[src/hw/rtl/efd_pkg.sv]
package efd_pkg;

   localparam int ByteW           = 8;
   localparam int LengthW         = 9;
   localparam int StatusW         = 3;
   localparam int CsrIndexW       = 3;
   localparam int DefaultMaxPayload = 256;

   localparam logic [ByteW-1:0] StartMarkerReset   = 8'd253;
   localparam logic [ByteW-1:0] AddressMarkerReset = 8'd254;
   localparam logic [ByteW-1:0] EndMarkerReset     = 8'd255;
   localparam logic [ByteW-1:0] EscapeMarkerReset  = 8'd252;

   typedef enum logic [CsrIndexW-1:0] {
      REG_START_MARKER   = 3'd0,
      REG_ADDRESS_MARKER = 3'd1,
      REG_END_MARKER     = 3'd2,
      REG_ESCAPE_MARKER  = 3'd3,
      REG_START_OPTIONAL = 3'd4
   } reg_index_type;

   typedef enum logic [StatusW-1:0] {
      STATUS_OK         = 3'd0,
      STATUS_TIMEOUT    = 3'd1,
      STATUS_ESC_RANGE  = 3'd2,
      STATUS_BAD_START  = 3'd3,
      STATUS_BAD_END    = 3'd4,
      STATUS_OVERFLOW   = 3'd5
   } status_type;

   typedef struct packed {
      logic [ByteW-1:0] start_marker;
      logic [ByteW-1:0] address_marker;
      logic [ByteW-1:0] end_marker;
      logic [ByteW-1:0] escape_marker;
      logic             start_optional;
      logic             start_optional_wr;
   } cfg_type;

   typedef struct packed {
      logic               valid;
      logic               frame_done;
      logic [ByteW-1:0]   payload_byte;
      status_type         status;
      logic [LengthW-1:0] frame_length;
      logic [ByteW-1:0]   frame_address;
   } result_type;

endpackage

[src/hw/rtl/efd_if.sv]
interface efd_req_if;
   logic                      valid;
   logic                      ready;
   logic                      func;
   logic [efd_pkg::ByteW-1:0] rx_byte;

   modport source (output valid, output func, output rx_byte, input ready);
   modport sink (input valid, input func, input rx_byte, output ready);
endinterface

interface efd_rsp_if;
   logic                        valid;
   logic                        ready;
   logic                        frame_done;
   logic [efd_pkg::ByteW-1:0]   payload_byte;
   logic [efd_pkg::StatusW-1:0] status;
   logic [efd_pkg::LengthW-1:0] frame_length;
   logic [efd_pkg::ByteW-1:0]   frame_address;

   modport source (output valid, output frame_done, output payload_byte, output status,
                   output frame_length, output frame_address, input ready);
   modport sink (input valid, input frame_done, input payload_byte, input status,
                 input frame_length, input frame_address, output ready);
endinterface

interface efd_csr_if;
   logic                          valid;
   logic                          ready;
   logic [efd_pkg::CsrIndexW-1:0] index;
   logic [efd_pkg::ByteW-1:0]     data;

   modport source (output valid, output index, output data, input ready);
   modport sink (input valid, input index, input data, output ready);
endinterface

[src/hw/rtl/efd_csr.sv]
module efd_csr (
   input  logic                          clock,
   input  logic                          reset,
   input  logic                          wr_en,
   input  logic [efd_pkg::CsrIndexW-1:0] wr_index,
   input  logic [efd_pkg::ByteW-1:0]     wr_data,
   output efd_pkg::cfg_type              cfg
);
   import efd_pkg::*;

   logic [ByteW-1:0] start_marker_ff;
   logic [ByteW-1:0] address_marker_ff;
   logic [ByteW-1:0] end_marker_ff;
   logic [ByteW-1:0] escape_marker_ff;
   logic             start_optional_ff;

   always_ff @(posedge clock) begin
      if (reset) begin
         start_marker_ff   <= StartMarkerReset;
         address_marker_ff <= AddressMarkerReset;
         end_marker_ff     <= EndMarkerReset;
         escape_marker_ff  <= EscapeMarkerReset;
         start_optional_ff <= 1'b0;
      end else if (wr_en) begin
         case (reg_index_type'(wr_index))
            REG_START_MARKER: begin
               start_marker_ff <= wr_data;
            end
            REG_ADDRESS_MARKER: begin
               address_marker_ff <= wr_data;
            end
            REG_END_MARKER: begin
               end_marker_ff <= wr_data;
            end
            REG_ESCAPE_MARKER: begin
               escape_marker_ff <= wr_data;
            end
            REG_START_OPTIONAL: begin
               start_optional_ff <= wr_data[0];
            end
            default: begin
            end
         endcase
      end
   end

   always_comb begin
      cfg.start_marker      = start_marker_ff;
      cfg.address_marker    = address_marker_ff;
      cfg.end_marker        = end_marker_ff;
      cfg.escape_marker     = escape_marker_ff;
      // new value seen at once so the frame state can follow
      cfg.start_optional    = start_optional_ff;
      cfg.start_optional_wr = wr_en && (wr_index == REG_START_OPTIONAL);
      if (cfg.start_optional_wr) begin
         cfg.start_optional = wr_data[0];
      end
   end

endmodule

[src/hw/rtl/efd_core.sv]
module efd_core #(
   parameter int MaxPayload = efd_pkg::DefaultMaxPayload
) (
   input  logic                      clock,
   input  logic                      reset,
   input  efd_pkg::cfg_type          cfg,
   input  logic                      step,
   input  logic                      func,
   input  logic [efd_pkg::ByteW-1:0] rx_byte,
   output efd_pkg::result_type       result
);
   import efd_pkg::*;

   localparam int CntW = $clog2(MaxPayload + 1);

   logic            escape_pending_ff, escape_pending_in;
   logic            address_next_ff, address_next_in;
   logic            awaiting_start_ff, awaiting_start_in;
   logic [CntW-1:0] count_ff, count_in;
   logic [ByteW-1:0] address_ff, address_in;

   logic             do_finish;
   status_type       finish_code;
   logic             do_accept;
   logic [ByteW-1:0] accept_value;
   logic [ByteW:0]   restored;
   logic             full;

   always_comb begin
      escape_pending_in = escape_pending_ff;
      address_next_in   = address_next_ff;
      awaiting_start_in = awaiting_start_ff;
      count_in          = count_ff;
      address_in        = address_ff;
      do_finish         = 1'b0;
      finish_code       = STATUS_OK;
      do_accept         = 1'b0;
      accept_value      = rx_byte;
      restored          = {1'b0, rx_byte} + {1'b0, cfg.escape_marker};
      full              = (count_ff == CntW'(MaxPayload));

      if (func) begin
         do_finish   = 1'b1;
         finish_code = STATUS_TIMEOUT;
      end else if (escape_pending_ff) begin
         if (restored[ByteW]) begin
            do_finish   = 1'b1;
            finish_code = STATUS_ESC_RANGE;
         end else begin
            escape_pending_in = 1'b0;
            do_accept         = 1'b1;
            accept_value      = restored[ByteW-1:0];
         end
      end else if (address_next_ff) begin
         address_in      = rx_byte;
         address_next_in = 1'b0;
      end else if (rx_byte == cfg.start_marker) begin
         if (!awaiting_start_ff) begin
            do_finish   = 1'b1;
            finish_code = STATUS_BAD_START;
         end else begin
            awaiting_start_in = 1'b0;
         end
      end else if (rx_byte == cfg.address_marker) begin
         address_next_in = 1'b1;
      end else if (rx_byte == cfg.end_marker) begin
         do_finish   = 1'b1;
         finish_code = awaiting_start_ff ? STATUS_BAD_END : STATUS_OK;
      end else if (rx_byte == cfg.escape_marker) begin
         escape_pending_in = 1'b1;
      end else begin
         do_accept = 1'b1;
      end

      // payload past the limit drops the byte and closes the frame
      if (do_accept && full) begin
         do_accept   = 1'b0;
         do_finish   = 1'b1;
         finish_code = STATUS_OVERFLOW;
      end

      if (do_accept) begin
         count_in = count_ff + CntW'(1);
      end

      result.valid         = do_accept || do_finish;
      result.frame_done    = do_finish;
      result.payload_byte  = do_finish ? '0 : accept_value;
      result.status        = do_finish ? finish_code : STATUS_OK;
      result.frame_length  = do_finish ? LengthW'(count_ff) : LengthW'(count_in);
      result.frame_address = address_ff;

      if (do_finish) begin
         escape_pending_in = 1'b0;
         address_next_in   = 1'b0;
         awaiting_start_in = !cfg.start_optional;
         count_in          = '0;
      end
   end

   always_ff @(posedge clock) begin
      if (reset) begin
         escape_pending_ff <= 1'b0;
         address_next_ff   <= 1'b0;
         awaiting_start_ff <= 1'b1;
         count_ff          <= '0;
         address_ff        <= '0;
      end else if (step) begin
         escape_pending_ff <= escape_pending_in;
         address_next_ff   <= address_next_in;
         awaiting_start_ff <= awaiting_start_in;
         count_ff          <= count_in;
         address_ff        <= address_in;
      end else if (cfg.start_optional_wr) begin
         awaiting_start_ff <= !cfg.start_optional;
      end
   end

endmodule

[src/hw/rtl/escaped_frame_decoder.sv]
// Byte-stuffing frame decoder. Takes one received byte (or a timeout event) per cycle
// unless rsp stalls, and returns at most one result per input: a payload byte as soon as it
// is decoded, or a status result that closes the frame. An input transfer passes through an
// input register and the decode logic into a result register, from which it is presented;
// with rsp ready held high a new transfer is taken every cycle, and while a finished result
// waits the input register can still take one more transfer.
// Marker registers and start_optional are written through the csr channel; the user must
// write them only while idle, the block itself does not enforce this.
module escaped_frame_decoder #(
   parameter int MaxPayload = efd_pkg::DefaultMaxPayload
) (
   input logic        clock,
   input logic        reset,
   efd_req_if.sink    req_ch,
   efd_rsp_if.source  rsp_ch,
   efd_csr_if.sink    csr_ch
);
   import efd_pkg::*;

   cfg_type    cfg;
   result_type result;

   logic             in_valid_ff;
   logic             in_func_ff;
   logic [ByteW-1:0] in_byte_ff;
   logic             out_valid_ff;
   logic             out_done_ff;
   logic [ByteW-1:0] out_byte_ff;
   logic [StatusW-1:0] out_status_ff;
   logic [LengthW-1:0] out_length_ff;
   logic [ByteW-1:0]   out_address_ff;

   logic advance;
   logic step;
   logic take;

   assign advance = !out_valid_ff || rsp_ch.ready;
   assign step    = in_valid_ff && advance;
   assign req_ch.ready = !in_valid_ff || advance;
   assign take    = req_ch.valid && req_ch.ready;
   assign csr_ch.ready = 1'b1;

   efd_csr u_csr (
      .clock    (clock),
      .reset    (reset),
      .wr_en    (csr_ch.valid),
      .wr_index (csr_ch.index),
      .wr_data  (csr_ch.data),
      .cfg      (cfg)
   );

   efd_core #(
      .MaxPayload (MaxPayload)
   ) u_core (
      .clock   (clock),
      .reset   (reset),
      .cfg     (cfg),
      .step    (step),
      .func    (in_func_ff),
      .rx_byte (in_byte_ff),
      .result  (result)
   );

   // input register
   always_ff @(posedge clock) begin
      if (reset) begin
         in_valid_ff <= 1'b0;
      end else if (req_ch.ready) begin
         in_valid_ff <= req_ch.valid;
      end
      if (take) begin
         in_func_ff <= req_ch.func;
         in_byte_ff <= req_ch.rx_byte;
      end
   end

   // result register
   always_ff @(posedge clock) begin
      if (reset) begin
         out_valid_ff <= 1'b0;
      end else if (advance) begin
         out_valid_ff <= step && result.valid;
      end
      if (step && result.valid) begin
         out_done_ff    <= result.frame_done;
         out_byte_ff    <= result.payload_byte;
         out_status_ff  <= result.status;
         out_length_ff  <= result.frame_length;
         out_address_ff <= result.frame_address;
      end
   end

   assign rsp_ch.valid         = out_valid_ff;
   assign rsp_ch.frame_done    = out_done_ff;
   assign rsp_ch.payload_byte  = out_byte_ff;
   assign rsp_ch.status        = out_status_ff;
   assign rsp_ch.frame_length  = out_length_ff;
   assign rsp_ch.frame_address = out_address_ff;

endmodule

[src/flat_wrapper.sv]
// flat-port wrapper written by rule: the top's interface ports become plain ports
module escaped_frame_decoder_flat import efd_pkg::*;
#(
   parameter int MaxPayload = efd_pkg::DefaultMaxPayload
)
  (clock, reset, req_ch_valid, req_ch_func, req_ch_rx_byte, req_ch_ready, rsp_ch_valid, rsp_ch_frame_done, rsp_ch_payload_byte, rsp_ch_status, rsp_ch_frame_length, rsp_ch_frame_address, rsp_ch_ready, csr_ch_valid, csr_ch_index, csr_ch_data, csr_ch_ready);
  efd_req_if req_ch_i ();
  efd_rsp_if rsp_ch_i ();
  efd_csr_if csr_ch_i ();
  input logic clock;
  input logic reset;
  input wire logic [$bits(req_ch_i.valid)-1:0] req_ch_valid;
  input wire logic [$bits(req_ch_i.func)-1:0] req_ch_func;
  input wire logic [$bits(req_ch_i.rx_byte)-1:0] req_ch_rx_byte;
  output wire logic [$bits(req_ch_i.ready)-1:0] req_ch_ready;
  output wire logic [$bits(rsp_ch_i.valid)-1:0] rsp_ch_valid;
  output wire logic [$bits(rsp_ch_i.frame_done)-1:0] rsp_ch_frame_done;
  output wire logic [$bits(rsp_ch_i.payload_byte)-1:0] rsp_ch_payload_byte;
  output wire logic [$bits(rsp_ch_i.status)-1:0] rsp_ch_status;
  output wire logic [$bits(rsp_ch_i.frame_length)-1:0] rsp_ch_frame_length;
  output wire logic [$bits(rsp_ch_i.frame_address)-1:0] rsp_ch_frame_address;
  input wire logic [$bits(rsp_ch_i.ready)-1:0] rsp_ch_ready;
  input wire logic [$bits(csr_ch_i.valid)-1:0] csr_ch_valid;
  input wire logic [$bits(csr_ch_i.index)-1:0] csr_ch_index;
  input wire logic [$bits(csr_ch_i.data)-1:0] csr_ch_data;
  output wire logic [$bits(csr_ch_i.ready)-1:0] csr_ch_ready;
  assign req_ch_i.valid = req_ch_valid;
  assign req_ch_i.func = req_ch_func;
  assign req_ch_i.rx_byte = req_ch_rx_byte;
  assign req_ch_ready = req_ch_i.ready;
  assign rsp_ch_valid = rsp_ch_i.valid;
  assign rsp_ch_frame_done = rsp_ch_i.frame_done;
  assign rsp_ch_payload_byte = rsp_ch_i.payload_byte;
  assign rsp_ch_status = rsp_ch_i.status;
  assign rsp_ch_frame_length = rsp_ch_i.frame_length;
  assign rsp_ch_frame_address = rsp_ch_i.frame_address;
  assign rsp_ch_i.ready = rsp_ch_ready;
  assign csr_ch_i.valid = csr_ch_valid;
  assign csr_ch_i.index = csr_ch_index;
  assign csr_ch_i.data = csr_ch_data;
  assign csr_ch_ready = csr_ch_i.ready;
  escaped_frame_decoder #(.MaxPayload(MaxPayload)) u_core (.clock(clock), .reset(reset), .req_ch(req_ch_i), .rsp_ch(rsp_ch_i), .csr_ch(csr_ch_i));
endmodule
[config.mk]
export PLATFORM = sky130hd
export DESIGN_NAME = escaped_frame_decoder_flat
export DESIGN_NICKNAME = d
export VERILOG_FILES = /design/src/hw/rtl/efd_pkg.sv /design/src/hw/rtl/efd_if.sv /design/src/hw/rtl/efd_csr.sv /design/src/hw/rtl/efd_core.sv /design/src/hw/rtl/escaped_frame_decoder.sv /design/src/flat_wrapper.sv
export SDC_FILE = /design/constraint.sdc
export NUM_CORES = 1
export LEC_CHECK = 0
export BUFFER_PORTS_ARGS = -buffer_cell sky130_fd_sc_hd__buf_2
export CELL_PAD_IN_SITES_DETAIL_PLACEMENT = 1
export CELL_PAD_IN_SITES_GLOBAL_PLACEMENT = 2
export CORE_AREA = 2 2 115 117
export CTS_CLUSTER_DIAMETER = 80
export CTS_CLUSTER_SIZE = 30
export DETAILED_ROUTE_END_ITERATION = 10
export DIE_AREA = 0 0 117 119
export PLACE_DENSITY = 0.73
export SYNTH_ARGS = -nofsm -noshare
export SYNTH_HDL_FRONTEND = slang
export SYNTH_SLANG_ARGS = --single-unit
[constraint.sdc]
create_clock -name clock -period 5 [get_ports clock]
set_clock_uncertainty 0.1 [all_clocks]
set_input_delay 0.25 -clock clock [delete_from_list [all_inputs] [get_ports clock]]
set_output_delay 0.25 -clock clock [all_outputs]
set_load 0.02 [all_outputs]
==> out/qor.yml <==
power_density_nw_per_um2: 313
worst_setup_path_end_kind: "flop"
antenna_found_initial: 0
wirelength_um: 11700
holdCritPathClass: "in -> reg"
p_leak_nw: 2.07
clkSlewWorstSetupHoldPaths_ns: 0.06
drv_slew: 0
setup_viol: 0
cp_data_required_time_ns: 4.92
final_cell_mix: "94 x nand2_1, 55 x buf_2, 55 x dfxtp_1"
die_area_sq_um: 13900
drtPass1Iterations: 4
die_x_um: 117
dr_total_vias: 3438
num_rows: 42
start_kind: "flop"
grt_pass1_wl_um: 18800
antenna_cells: 0
final_hold_viol_count: 0
layout.nets: 539
drv_cap: 0
slew_headroom: 0.273
syn-num-nets: 489
place_hpwl_um: 8610
gp_congestion: 0.774
r2r_slack_ns: 1.11
crit_fanout: 20
netlist_area_sq_um: 4450
synthToLayoutAreaGrowth_pct: 16.0
min_from: "req_ch_valid"
grt.total_usage: 0.179
worst_slack_ns: 1.11
path_class: "reg -> reg"
drt_iter0_drc: 150
numClockSinks: 93
io_buffers: 55
r2r_cells: 9
start_util: 0.345
yosysWarningCount: 0
coreArea_sq_um: 12900
ys_async_sr_fraction: 0
setup_tns_ns: 0
wire_per_inst_um: 17.1
cts_tree: "yes"
hold_end: "u_core.in_valid_ff"
cts_made_buffers: 9
tightest_slew_ns: 1.09
grt_overflow: 0
rr_endpoint: "u_core.rsp_ch.status[1]"
die_h_um: 119
place_ws_ns: 1.09
drc: 0
ios: 57
ys_ff_latch: 93
htreeDepth: 3
drt-vias-per-instance: 5.03
post-route-min-period_ns: 3.89
hold_path_depth: 3
post_synth_inst_count: 453
root_buffer: "clkbuf_16"
synth.distinct_cells: 61
cts_setup_buffers: 0
fin_crit_sh: 0.777
fmax_mhz: 257
grt_pass1_vias: 3488
synth-seq-area-share: 0.504
place_inst: 659
rr_startpoint: "u_core.in_byte_ff[0]"
clkLatencyLatePin_ns: 0.35
peakVddDrop_v: 0.000132
final_common_cell: "nand2_1"
drtAntennaViolNets: 0
grt_max_degree: 34
rsz0062_at_grt: "no"
layout.cells.non_filler: 684
synth-main-ff-cell: "dfxtp_1"
synth-edff-count: 38
clock_path_buffers: 2
critPathArrivalTime_ns: 3.80
status: "finished, final reports clean"
synth_area_per_cell_sq_um: 9.82
drive_above_1_share: 0.163
==> worst max-delay path by stage <==
stage | from | end | slack, ns | cells after the start
CTS | u_core.in_byte_ff[0] | u_core.rsp_ch.frame_length[1] | 1.08 | 9
finish | u_core.in_byte_ff[0] | u_core.rsp_ch.status[1] | 1.11 | 9
floorplan | u_core.in_byte_ff[0] | u_core.rsp_ch.frame_address[0] | 1.56 | 9
global route | u_core.in_byte_ff[0] | u_core.rsp_ch.frame_length[2] | 0.88 | 9
detailed placement | u_core.in_byte_ff[0] | u_core.rsp_ch.frame_length[1] | 1.09 | 9
global placement | u_core.in_byte_ff[0] | u_core.rsp_ch.frame_address[2] | 1.21 | 9
==> layer usage <==
metal	track usage	routed length, um	vias to the layer above	share of wire
met4	0.0610	187	0	0.016
met2	0.300	5770	47	0.49
met3	0.0270	278	15	0.024
met1	0.234	5420	1695	0.47
li1	-	-	1681	-
met5	0	0	-	0
==> cells by family (layout without fill, tap and decap cells) <==
logic type,after synthesis,after routing,synth area share
xor gates and xnor gates,37,37,0.0745
and+or+nand+nor,198,198,0.208
other,1,1,0.000843
adders and majority gates,11,11,0.0326
muxes,17,17,0.0383
buffers and inverters,39,94,0.0447
DFF,93,93,0.504
AOI/OAI and AO/OA,57,57,0.0973
==> cell usage after synthesis, drive strengths merged, types with 4 or more instances <==
library cell  count  area share
nor4             12       0.017
xnor2            18       0.037
nor3              7      0.0079
a211o             4      0.0079
inv              11      0.0093
o21ai             5      0.0065
dfxtp            55        0.25
nand2            94       0.079
xor2             19       0.037
a21oi            20       0.023
ha               10       0.028
nand4             5      0.0070
buf              11       0.017
nand3            26       0.029
clkbuf           17       0.019
mux2i            17       0.038
nor2             27       0.023
edfxtp           38        0.26
==> per-stage QoR <==
stage	util	instance area, sq um	power, W	hold WS, ns
after floorplan	-	4450	0.000954	0.249
after global placement	0.373	4810	0.00101	0.320
after detailed placement	0.373	4810	0.00101	0.321
after CTS	0.401	5160	0.00164	0.0412
after global routing	0.401	5160	0.00168	0.0680
final	0.401	5160	0.00162	0.0429
==> worst max-delay path: stages (launching register included) <==
cell and delay [ns]:
edfxtp_1 0.52, ha_1 0.28, fa_1 0.46, a211oi_2 0.29, o21ai_2 0.14, a311oi_4 0.55
a41oi_2 0.22, a31o_2 0.34, inv_1 0.28, buf_4 0.36
==> what timing repair did <==
action | 4_1_cts | 5_1_grt
endpoints found under the hold margin | 9 | 0
hold buffers | 9 | 0
gates resized for setup | 0 | 0
==> cell type report <==
cell class	count	area (sq um)
clock inverters	3	12.5
well taps	176	220
inverters	11	41.3
repair buffers	67	388
multi-input cells	321	2010
fillers	1475	7710
clock buffers	13	250
flip-flops and latches	93	2240
==> report_power, final <==
| part | switching, W | internal, W |
|---|---|---|
| combinational | 0.0000990 | 0.0000591 |
| clock | 0.000275 | 0.000347 |
| sequential | 0.0000230 | 0.000814 |
Note: power is estimated with default switching activity, not from simulation.
